### config.mk
export PLATFORM = sky130hd
export DESIGN_NAME = tmda_min
export DESIGN_NICKNAME = d
export VERILOG_FILES = /design/src/sv/tmda_pkg.sv /design/src/sv/tmda_min.sv
export SDC_FILE = /design/constraint.sdc
export NUM_CORES = 1
export LEC_CHECK = 0
export BUFFER_PORTS_ARGS = -buffer_cell sky130_fd_sc_hd__buf_2
export CAP_MARGIN = 20
export CORE_ASPECT_RATIO = 0.6
export CORE_MARGIN = 1.5
export CORE_UTILIZATION = 54
export CTS_BUF_LIST = sky130_fd_sc_hd__clkbuf_8
export DETAILED_ROUTE_END_ITERATION = 10
export PLACE_DENSITY = 0.89
export SYNTH_ARGS = -nofsm -noshare
export SYNTH_HDL_FRONTEND = slang
export SYNTH_SLANG_ARGS = --single-unit
### constraint.sdc
create_clock -name clock -period 8.3 [get_ports clock]
set_input_delay 0.83 -clock clock [delete_from_list [all_inputs] [get_ports clock]]
set_output_delay 0.83 -clock clock [all_outputs]
set_load 0.05 [all_outputs]
### src/sv/tmda_pkg.sv
// Package for the tetrahedron minimum dihedral angle core.
// Holds the payload structs, the edge table, the arctangent table and the fixed widths.
// No dependencies.
package tmda_pkg;

   localparam int CoordW   = 16;
   localparam int AngleW   = 18;
   localparam int FracZ    = 60;
   localparam int Steps    = 40;
   localparam int NormW    = 31;   // signed normalized normal component
   localparam int ZW       = 64;

   typedef struct packed {
      logic signed [CoordW-1:0] v0_x;
      logic signed [CoordW-1:0] v0_y;
      logic signed [CoordW-1:0] v0_z;
      logic signed [CoordW-1:0] v1_x;
      logic signed [CoordW-1:0] v1_y;
      logic signed [CoordW-1:0] v1_z;
      logic signed [CoordW-1:0] v2_x;
      logic signed [CoordW-1:0] v2_y;
      logic signed [CoordW-1:0] v2_z;
      logic signed [CoordW-1:0] v3_x;
      logic signed [CoordW-1:0] v3_y;
      logic signed [CoordW-1:0] v3_z;
   } req_type;

   typedef struct packed {
      logic [AngleW-1:0] min_angle;
      logic              degenerate;
   } rsp_type;

   // Edge list: the edge's two vertices, then the two off-edge vertices.
   typedef logic [1:0] vidx_type;
   typedef vidx_type [3:0] edge_type;
   localparam edge_type EdgeTab [6] = '{
      '{2'd3, 2'd2, 2'd1, 2'd0}, '{2'd3, 2'd1, 2'd2, 2'd0},
      '{2'd2, 2'd1, 2'd3, 2'd0}, '{2'd3, 2'd0, 2'd2, 2'd1},
      '{2'd2, 2'd0, 2'd3, 2'd1}, '{2'd1, 2'd0, 2'd3, 2'd2}
   };

   // Unsigned long division, used only while the constant tables are built.
   function automatic logic [63:0] udiv(input logic [63:0] a, input logic [63:0] b);
      logic [63:0] q, r;
      q = '0;
      r = '0;
      for (int i = 63; i >= 0; i--) begin
         r = {r[62:0], a[i]};
         if (r >= b) begin
            r = r - b;
            q[i] = 1'b1;
         end
      end
      return q;
   endfunction

   // atan(1/n) with 60 fraction bits, from the truncated series.
   function automatic logic [63:0] atan_inv(input logic [63:0] n);
      logic [63:0] p, sum, k, term;
      p = udiv(64'd1 << FracZ, n);
      sum = '0;
      k = '0;
      while (p != 0) begin
         term = udiv(p, 2 * k + 1);
         if (k[0]) sum = sum - term;
         else sum = sum + term;
         p = udiv(p, n * n);
         k = k + 1;
      end
      return sum;
   endfunction

   function automatic logic [63:0] atan_tab(input int i);
      logic [63:0] sum, k, term;
      int e;
      sum = '0;
      k = '0;
      if (i == 0) return 64'd4 * atan_inv(64'd5) - atan_inv(64'd239);
      while (64'(i) * (2 * k + 1) <= 64'(FracZ)) begin
         e = FracZ - i * int'(2 * k + 1);
         term = udiv(64'd1 << e, 2 * k + 1);
         if (k[0]) sum = sum - term;
         else sum = sum + term;
         k = k + 1;
      end
      return sum;
   endfunction

   localparam logic [63:0] PiZ = 64'd4 * (64'd4 * atan_inv(64'd5) - atan_inv(64'd239));

endpackage

### src/sv/tmda_min.sv
// Minimum over the six per-edge angles through a registered tree, then rounding.
// Depends on tmda_pkg.
module tmda_min #(
   parameter int ANGLE_FRAC_BITS = 16
) (
   input  logic               clock,
   input  logic               reset,
   input  logic               in_valid,
   input  logic [5:0]         in_zero,
   input  logic [63:0]        in_ang [6],
   output logic               out_valid,
   output tmda_pkg::rsp_type  out_rsp
);
   import tmda_pkg::*;

   localparam int Sh = FracZ - ANGLE_FRAC_BITS;

   logic [63:0] m1_ff [3];
   logic [63:0] m2_ff, m3_in;
   logic        dg1_ff, dg2_ff, v1_ff, v2_ff, v3_ff;
   logic [63:0] m2b_ff;
   rsp_type     rsp_ff;

   always_comb m3_in = (m2_ff < m2b_ff) ? m2_ff : m2b_ff;

   always_ff @(posedge clock) begin
      if (reset) begin
         v1_ff <= 1'b0;
         v2_ff <= 1'b0;
         v3_ff <= 1'b0;
      end else begin
         v1_ff <= in_valid;
         v2_ff <= v1_ff;
         v3_ff <= v2_ff;
      end
      for (int i = 0; i < 3; i++)
         m1_ff[i] <= (in_ang[2*i] < in_ang[2*i+1]) ? in_ang[2*i] : in_ang[2*i+1];
      dg1_ff <= |in_zero;
      m2_ff  <= (m1_ff[0] < m1_ff[1]) ? m1_ff[0] : m1_ff[1];
      m2b_ff <= m1_ff[2];
      dg2_ff <= dg1_ff;
      rsp_ff.degenerate <= dg2_ff;
      rsp_ff.min_angle  <= dg2_ff ? '0 :
                           AngleW'((m3_in + (64'd1 << (Sh - 1))) >> Sh);
   end

   assign out_valid = v3_ff;
   assign out_rsp   = rsp_ff;
endmodule

==> impl_metrics.env, run 1 <==
export IMPL_status="finished, final reports clean"
export IMPL_post_cts_setup_buffer_count=0
export IMPL_whs_path_depth=0
export IMPL_rsz_0062_raised_after_global_routing="false"
export IMPL_synth_simple_gate_area_share_pct=7.20
export IMPL_timing_fmax_ghz=0.224
export IMPL_synth_top_area_share_pct=34.8
export IMPL_yosys_mux_area_fraction_pct=13.4
export IMPL_grt_total_usage_pct=28.8
export IMPL_detailedRoute_firstIterationViolations=1178
export IMPL_final_nets=3084
export IMPL_synth_top_area_cell="sky130_fd_sc_hd__dfxtp_1"
export IMPL_vdd_drop_max_mv=0.104
export IMPL_timing_final_ws_setup_ns=3.84
export IMPL_ant_nets=0
export IMPL_syn_nets=2660
export IMPL_grt_first_pass_wirelength_um=85000
export IMPL_area_growth_synth_to_final_pct=18.6
export IMPL_totalNegativeSetupSlack_ns=0
export IMPL_fin_crit_ns=4.46
export IMPL_main_combinational_cell_family_by_area_after_synthesis="adder cells"
export IMPL_max_fanout_on_critical_path=49
export IMPL_post_synth_xor_area_fraction_pct=1.29
export IMPL_cts_inserted_buffers=52
export IMPL_io_pins=413
export IMPL_timing_max_transition_violations_final=0
export IMPL_core_area_um2=36200
export IMPL_p_total_mw=5.11
export IMPL_cts_root_buffer="sky130_fd_sc_hd__clkbuf_8"
export IMPL_post_synth_num_cell_types=52
export IMPL_drive_gt1_share_pct=29.3
export IMPL_yosysSeqAreaShare_pct=34.8
export IMPL_clock_tree_from_tritoncts="done"
export IMPL_synthesis_instances=1951
export IMPL_max_cap_violations=0
export IMPL_gpl_final_weighted_congestion=1.03
export IMPL_timing_hold_worst_class="flop to flop"
export IMPL_fillers=2874
export IMPL_mapped_area_um2=19800
export IMPL_synth_most_common_cell="sky130_fd_sc_hd__dfxtp_1"
export IMPL_starting_density_of_the_core_pct=54.6
export IMPL_cts_max_path_buffers=3
export IMPL_grt_pass1_vias=16100
export IMPL_synth_ff_latch_count=344
export IMPL_drt_total_wl_um=56300
export IMPL_syn_mean_instance_area_um2=10.1
export IMPL_final_min_period_over_clock_period_pct=53.8
export IMPL_buffers_on_ports=412
export IMPL_vias=16300
export IMPL_synthAdderAreaFrac_pct=20.0
export IMPL_finalSetupViolCount=0
export IMPL_tightest_slew_ns=1.00
export IMPL_synthTopCellsByCount="344 x sky130_fd_sc_hd__dfxtp_1, 320 x sky130_fd_sc_hd__inv_1, 316 x sky130_fd_sc_hd__ha_1"
export IMPL_die_width_um=250
export IMPL_wire_per_inst_um=19.3
export IMPL_clkLatencyLatePin_ns=0.60
export IMPL_r2r_cells=16
export IMPL_pin_count_of_the_biggest_net_entering_global_routing=65
export IMPL_fp_dieArea_um2=37800
export IMPL_cts_htree_levels=2
export IMPL_drc=0
export IMPL_worstSetupStartpointType="input pin"
export IMPL_placement_rows=54
export IMPL_via_per_inst=5.59
export IMPL_synth_area_top_cells="sky130_fd_sc_hd__dfxtp_1 35%, sky130_fd_sc_hd__ha_1 20%, sky130_fd_sc_hd__mux2_4 9.1%"
export IMPL_p_per_cell_area_nw_per_um2=218
export IMPL_cts_sinks=344
export IMPL_timing_setup_critical_path_class="input pin to flop"
export IMPL_crit_arrival_ns=4.94
export IMPL_synth_enable_flop_cells=0
export IMPL_die_h_um=151
export IMPL_final_worst_clock_skew_ns=0.0304
export IMPL_place_hpwl_um=44900
export IMPL_overflow=0
export IMPL_synthArstFlopShare_pct=0
export IMPL_initial_antenna_violation_count=26
export IMPL_synth_top_flop_cell="sky130_fd_sc_hd__dfxtp_1"
export IMPL_cts_hold_buffers_added=0
export IMPL_clkSlewWorstSetupHoldPaths_ns=0.07
export IMPL_hold_viol_final=0
export IMPL_dp_worst_setup_slack_ns=3.30
export IMPL_ctsResizeCount=0
export IMPL_synth_compound_area_share_pct=15.5
export IMPL_setup_worst_path_end_class="flop"
export IMPL_required_ns=8.78
export IMPL_max_slew_margin_rel_pct=33.2
export IMPL_drt_pass1_iter_count=5
export IMPL_synth_warnings=0
export IMPL_leakagePower_nw=12.5
==> power breakdown <==
part / total, mW / internal [mW] / leakage [nW] / switching [mW]
clock network: 1.60 / 0.931 / 0.663 / 0.668
logic: 1.43 / 0.696 / 8.90 / 0.737
registers: 2.08 / 1.91 / 2.89 / 0.173
total: 5.11 / 3.53 / 12.5 / 1.58
==> worst paths after layout <==
path / from / endpoint / slack [ns]
max: in_ang[129] / m1_ff[1][63] / 3.84
max reg2reg: m2b_ff[30] / out_rsp[18] / 3.92
min: m1_ff[2][30] / m2b_ff[30] / 0.32
min reg2reg: m1_ff[2][30] / m2b_ff[30] / 0.32
==> area by class of cell <==
| class | count | area, um^2 | share of cell area (%) |
|---|---|---|---|
| diodes | 21 | 52.6 | 0.224 |
| well taps | 476 | 596 | 2.54 |
| multi-input cells | 1236 | 11400 | 48.5 |
| inverters | 320 | 1200 | 5.12 |
| repair buffers | 421 | 2130 | 9.08 |
| clock buffers | 69 | 950 | 4.05 |
| flip-flops and latches | 344 | 6890 | 29.4 |
| clock inverters | 23 | 264 | 1.13 |
==> metal layers <==
layer | track usage, % | part of all wire (%) | up-vias
met1 | 40.0 | 47 | 7583
li1 | - | - | 7849
met2 | 44.3 | 42 | 649
met3 | 5.02 | 6.4 | 165
met4 | 12.0 | 3.7 | 8
met5 | 0 | 0.083 | -
==> placed cells by master (no fill, tap or decap), types with 4 or more instances in the layout <==
cell type and instances:
sky130_fd_sc_hd__xnor2_1 23, sky130_fd_sc_hd__dfxtp_1 344, sky130_fd_sc_hd__a21oi_1 85, sky130_fd_sc_hd__o21ai_0 56, sky130_fd_sc_hd__nand2_1 52, sky130_fd_sc_hd__o21a_1 5, sky130_fd_sc_hd__a211oi_1 30, sky130_fd_sc_hd__ha_1 316
sky130_fd_sc_hd__inv_1 330, sky130_fd_sc_hd__nand3_1 25, sky130_fd_sc_hd__nor4_1 8, sky130_fd_sc_hd__bufinv_16 6, sky130_fd_sc_hd__a31oi_1 7, sky130_fd_sc_hd__nor2_1 71, sky130_fd_sc_hd__nand4_1 58, sky130_fd_sc_hd__a221o_1 64
sky130_fd_sc_hd__a21o_1 59, sky130_fd_sc_hd__clkbuf_8 69, sky130_fd_sc_hd__nor2b_1 21, sky130_fd_sc_hd__nor3_1 20, sky130_fd_sc_hd__buf_2 412, sky130_fd_sc_hd__a22o_1 64, sky130_fd_sc_hd__a221oi_1 6, sky130_fd_sc_hd__clkinv_2 4
sky130_fd_sc_hd__mux2_2 74, sky130_fd_sc_hd__diode_2 21, sky130_fd_sc_hd__nand2b_1 6, sky130_fd_sc_hd__mux2_4 120, sky130_fd_sc_hd__and3_1 5, sky130_fd_sc_hd__o21ai_1 4, sky130_fd_sc_hd__and4_1 6, sky130_fd_sc_hd__o211ai_1 9
sky130_fd_sc_hd__xor2_1 6, sky130_fd_sc_hd__a2111oi_0 5, sky130_fd_sc_hd__buf_4 9
==> registers in the layout, indices dropped and copies added (netlist names) <==
register and count:
m2b_ff 64, out_valid 1, v1_ff 1, dg1_ff 1, out_rsp 19, dg2_ff 1
v2_ff 1, m2_ff 64, m1_ff 192
==> worst max-delay path, cell delays in order <==
cell and delay [ns]:
sky130_fd_sc_hd__buf_2 0.09, sky130_fd_sc_hd__inv_1 0.04, sky130_fd_sc_hd__ha_1 0.26, sky130_fd_sc_hd__a21o_1 0.11
sky130_fd_sc_hd__a21oi_1 0.12, sky130_fd_sc_hd__o21ai_1 0.16, sky130_fd_sc_hd__a2111oi_0 0.10, sky130_fd_sc_hd__o21ai_0 0.60
sky130_fd_sc_hd__a31oi_1 0.41, sky130_fd_sc_hd__o2111ai_4 0.84, sky130_fd_sc_hd__buf_4 0.88, sky130_fd_sc_hd__mux2_2 0.43
==> per-stage QoR <==
stage               area, um^2  cells  hold WS, ns  util, %
CTS                      23400   2889        0.319     64.6
floorplan                19800   1951        0.310        -
global placement         22200   2797        0.311     61.2
finish                   23400   2910        0.315     64.7
global route             23400   2908        0.324     64.7
detailed placement       22200   2797        0.312     61.2
==> kinds of logic after synthesis <==
group | after synthesis
DFF | 344
xor gates and xnor gates | 29
muxes | 195
and+or+nand+nor | 282
AOI/OAI and AO/OA | 414
buffers and inverters | 371
adders and majority gates | 316
Power figures use the tool's default switching activity.
==> run 2: changes to the inputs <==
--- a/config.mk
+++ b/config.mk
@@ -9,7 +9,7 @@
 export CAP_MARGIN = 20
 export CORE_ASPECT_RATIO = 0.6
 export CORE_MARGIN = 1.5
-export CORE_UTILIZATION = 54
+export CORE_UTILIZATION = 52
 export CTS_BUF_LIST = sky130_fd_sc_hd__clkbuf_8
 export DETAILED_ROUTE_END_ITERATION = 10
 export PLACE_DENSITY = 0.89
==> constraint.sdc (replaced) <==
create_clock -name clock -period 4 [get_ports clock]
set_input_delay 0.4 -clock clock [delete_from_list [all_inputs] [get_ports clock]]
set_output_delay 0.4 -clock clock [all_outputs]
set_load 0.05 [all_outputs]
==> run 2 against run 1 <==
Compared with the run above: sequential power increased by 110%; power up 100%; utilization is 2.1 points lower.
==> impl_metrics.env, run 2 (synthesis results as in run 1) <==
export IMPL_status="finished, final reports clean"
export IMPL_drt_pass1_iter_count=5
export IMPL_drc=0
export IMPL_grt_total_usage_pct=28.1
export IMPL_max_cap_violations=0
export IMPL_max_slew_margin_rel_pct=36.3
export IMPL_setup_worst_path_end_class="flop"
export IMPL_final_worst_clock_skew_ns=0.0230
export IMPL_critical_path_max_stage_delay_ns=0.84
export IMPL_final_min_period_over_clock_period_pct=96.7
export IMPL_hold_viol_final=0
export IMPL_fp_dieArea_um2=39200
export IMPL_fin_crit_ns=3.87
export IMPL_placement_rows=55
export IMPL_pin_count_of_the_biggest_net_entering_global_routing=65
export IMPL_largest_register="m1_ff"
export IMPL_timing_setup_critical_path_class="flop to flop"
export IMPL_ant_nets=0
export IMPL_die_width_um=255
export IMPL_vdd_drop_max_mv=0.236
export IMPL_layout_cells_most_common_list="412 x sky130_fd_sc_hd__buf_2, 344 x sky130_fd_sc_hd__dfxtp_1, 331 x sky130_fd_sc_hd__inv_1, 316 x sky130_fd_sc_hd__ha_1, 120 x sky130_fd_sc_hd__mux2_4"
export IMPL_critical_path_slowest_cell="sky130_fd_sc_hd__o311ai_1"
export IMPL_tightest_slew_ns=0.940
export IMPL_cts_max_path_buffers=3
export IMPL_timing_hold_worst_class="input pin to flop"
export IMPL_area_growth_synth_to_final_pct=19.1
export IMPL_dp_worst_setup_slack_ns=0.0856
export IMPL_initial_antenna_violation_count=22
export IMPL_largest_register_ffs=192
export IMPL_starting_density_of_the_core_pct=52.6
export IMPL_buffers_on_ports=412
export IMPL_detailedRoute_firstIterationViolations=1237
export IMPL_vias=16300
export IMPL_core_area_um2=37600
export IMPL_layout_top_registers="m1_ff: 192 flops, m2_ff: 64 flops, m2b_ff: 64 flops"
export IMPL_cts_sinks=344
export IMPL_final_util_pct=62.6
export IMPL_overflow=0
export IMPL_final_common_cell="sky130_fd_sc_hd__buf_2"
export IMPL_timing_fmax_ghz=0.258
export IMPL_post_layout_nonfiller_instances=2954
export IMPL_place_hpwl_um=45200
export IMPL_grt_pass1_vias=16600
export IMPL_leakagePower_nw=12.5
export IMPL_cts_inserted_buffers=51
export IMPL_cts_htree_levels=2
export IMPL_final_nets=3098
export IMPL_drive_gt1_share_pct=29.6
export IMPL_crit_arrival_ns=4.32
export IMPL_timing_final_ws_setup_ns=0.131
export IMPL_post_cts_setup_buffer_count=0
export IMPL_final_area_um2=23500
export IMPL_tightest_hold_margin_ns=0.0429
export IMPL_io_pins=413
export IMPL_totalNegativeSetupSlack_ns=0
export IMPL_p_per_cell_area_nw_per_um2=439
export IMPL_p_total_mw=10.3
export IMPL_r2r_slack_ns=0.13
export IMPL_clkSlewWorstSetupHoldPaths_ns=0.07
export IMPL_worstSetupStartpointType="flop"
export IMPL_grt_first_pass_wirelength_um=86700
export IMPL_timing_max_transition_violations_final=0
export IMPL_finalSetupViolCount=0
export IMPL_required_ns=4.45
export IMPL_clock_tree_from_tritoncts="done"
export IMPL_max_fanout_on_critical_path=29
export IMPL_clkLatencyLatePin_ns=0.60
export IMPL_wire_per_inst_um=19.1
export IMPL_dp_cells=2843
export IMPL_gpl_final_weighted_congestion=0.967
export IMPL_via_per_inst=5.53
export IMPL_drt_total_wl_um=56500
export IMPL_die_h_um=154
export IMPL_placedInstanceArea_um2=22300
export IMPL_cts_root_buffer="sky130_fd_sc_hd__clkbuf_8"
export IMPL_timing_critical_path_cells="inv_1 -> ha_1 -> a2111oi_0 -> a31oi_1 -> o311ai_1 -> a221oi_1 -> nor3_1 -> o31ai_4 -> buf_4 -> mux2_4"
export IMPL_rsz_0062_raised_after_global_routing="false"
[run 2: cell count changes in the layout (fill, tap and decap cells not counted), moves of 3 or more]
cell / before / now
sky130_fd_sc_hd__diode_2: 21 / 15
sky130_fd_sc_hd__dlygate4sd3_1: 0 / 6
sky130_fd_sc_hd__buf_4: 9 / 14
sky130_fd_sc_hd__clkinv_2: 4 / 9
sky130_fd_sc_hd__buf_12: 0 / 4
sky130_fd_sc_hd__bufinv_16: 6 / 2
sky130_fd_sc_hd__clkbuf_8: 69 / 65
sky130_fd_sc_hd__nor3_1: 20 / 17
sky130_fd_sc_hd__nor3_2: 0 / 3
[run 2: final timing paths]
kind                                   start           end  cells past startpoint
worst max-delay path             m1_ff[1][5]     m2_ff[54]                     10
worst min-delay path             in_ang[249]  m1_ff[1][57]                      2
worst max register to register   m1_ff[1][5]     m2_ff[54]                     10
worst min register to register  m1_ff[2][32]    m2b_ff[32]                      0
[run 2: layout make-up]
type / count / area [um^2]
multi-input cells: 1236 / 11400
diodes: 15 / 37.5
clock inverters: 25 / 175
repair buffers: 436 / 2310
fillers: 2997 / 14000
well taps: 513 / 642
flip-flops and latches: 344 / 6890
clock buffers: 65 / 895
inverters: 320 / 1200
[run 2: worst max-delay path, delay by kind of cell (launching register included)]
family | cells | cell delay (ns)
buf+inv | 2 | 0.39
simple gates | 1 | 0.41
fa+ha+maj | 1 | 0.33
compound gates | 5 | 1.82
flops | 1 | 0.34
mux | 1 | 0.42
[run 2: where the power goes]
part | internal [mW] | total [mW] | switching (mW)
logic | 1.49 | 3.09 | 1.60
registers | 3.95 | 4.28 | 0.324
clock network | 1.60 | 2.97 | 1.37
[run 2: metal layers]
layer	GRT usage, %	routed length, um	vias up
met2	43.4	24600	623
met3	6.03	4070	134
met5	0	63	-
met4	9.52	1560	12
met1	38.8	26200	7691
li1	-	-	7876
[run 2: what timing repair did]
action,CTS,global route
hold endpoints to repair,5,0
hold buffers,6,0
setup endpoints to repair,0,24
gates resized for setup,0,5
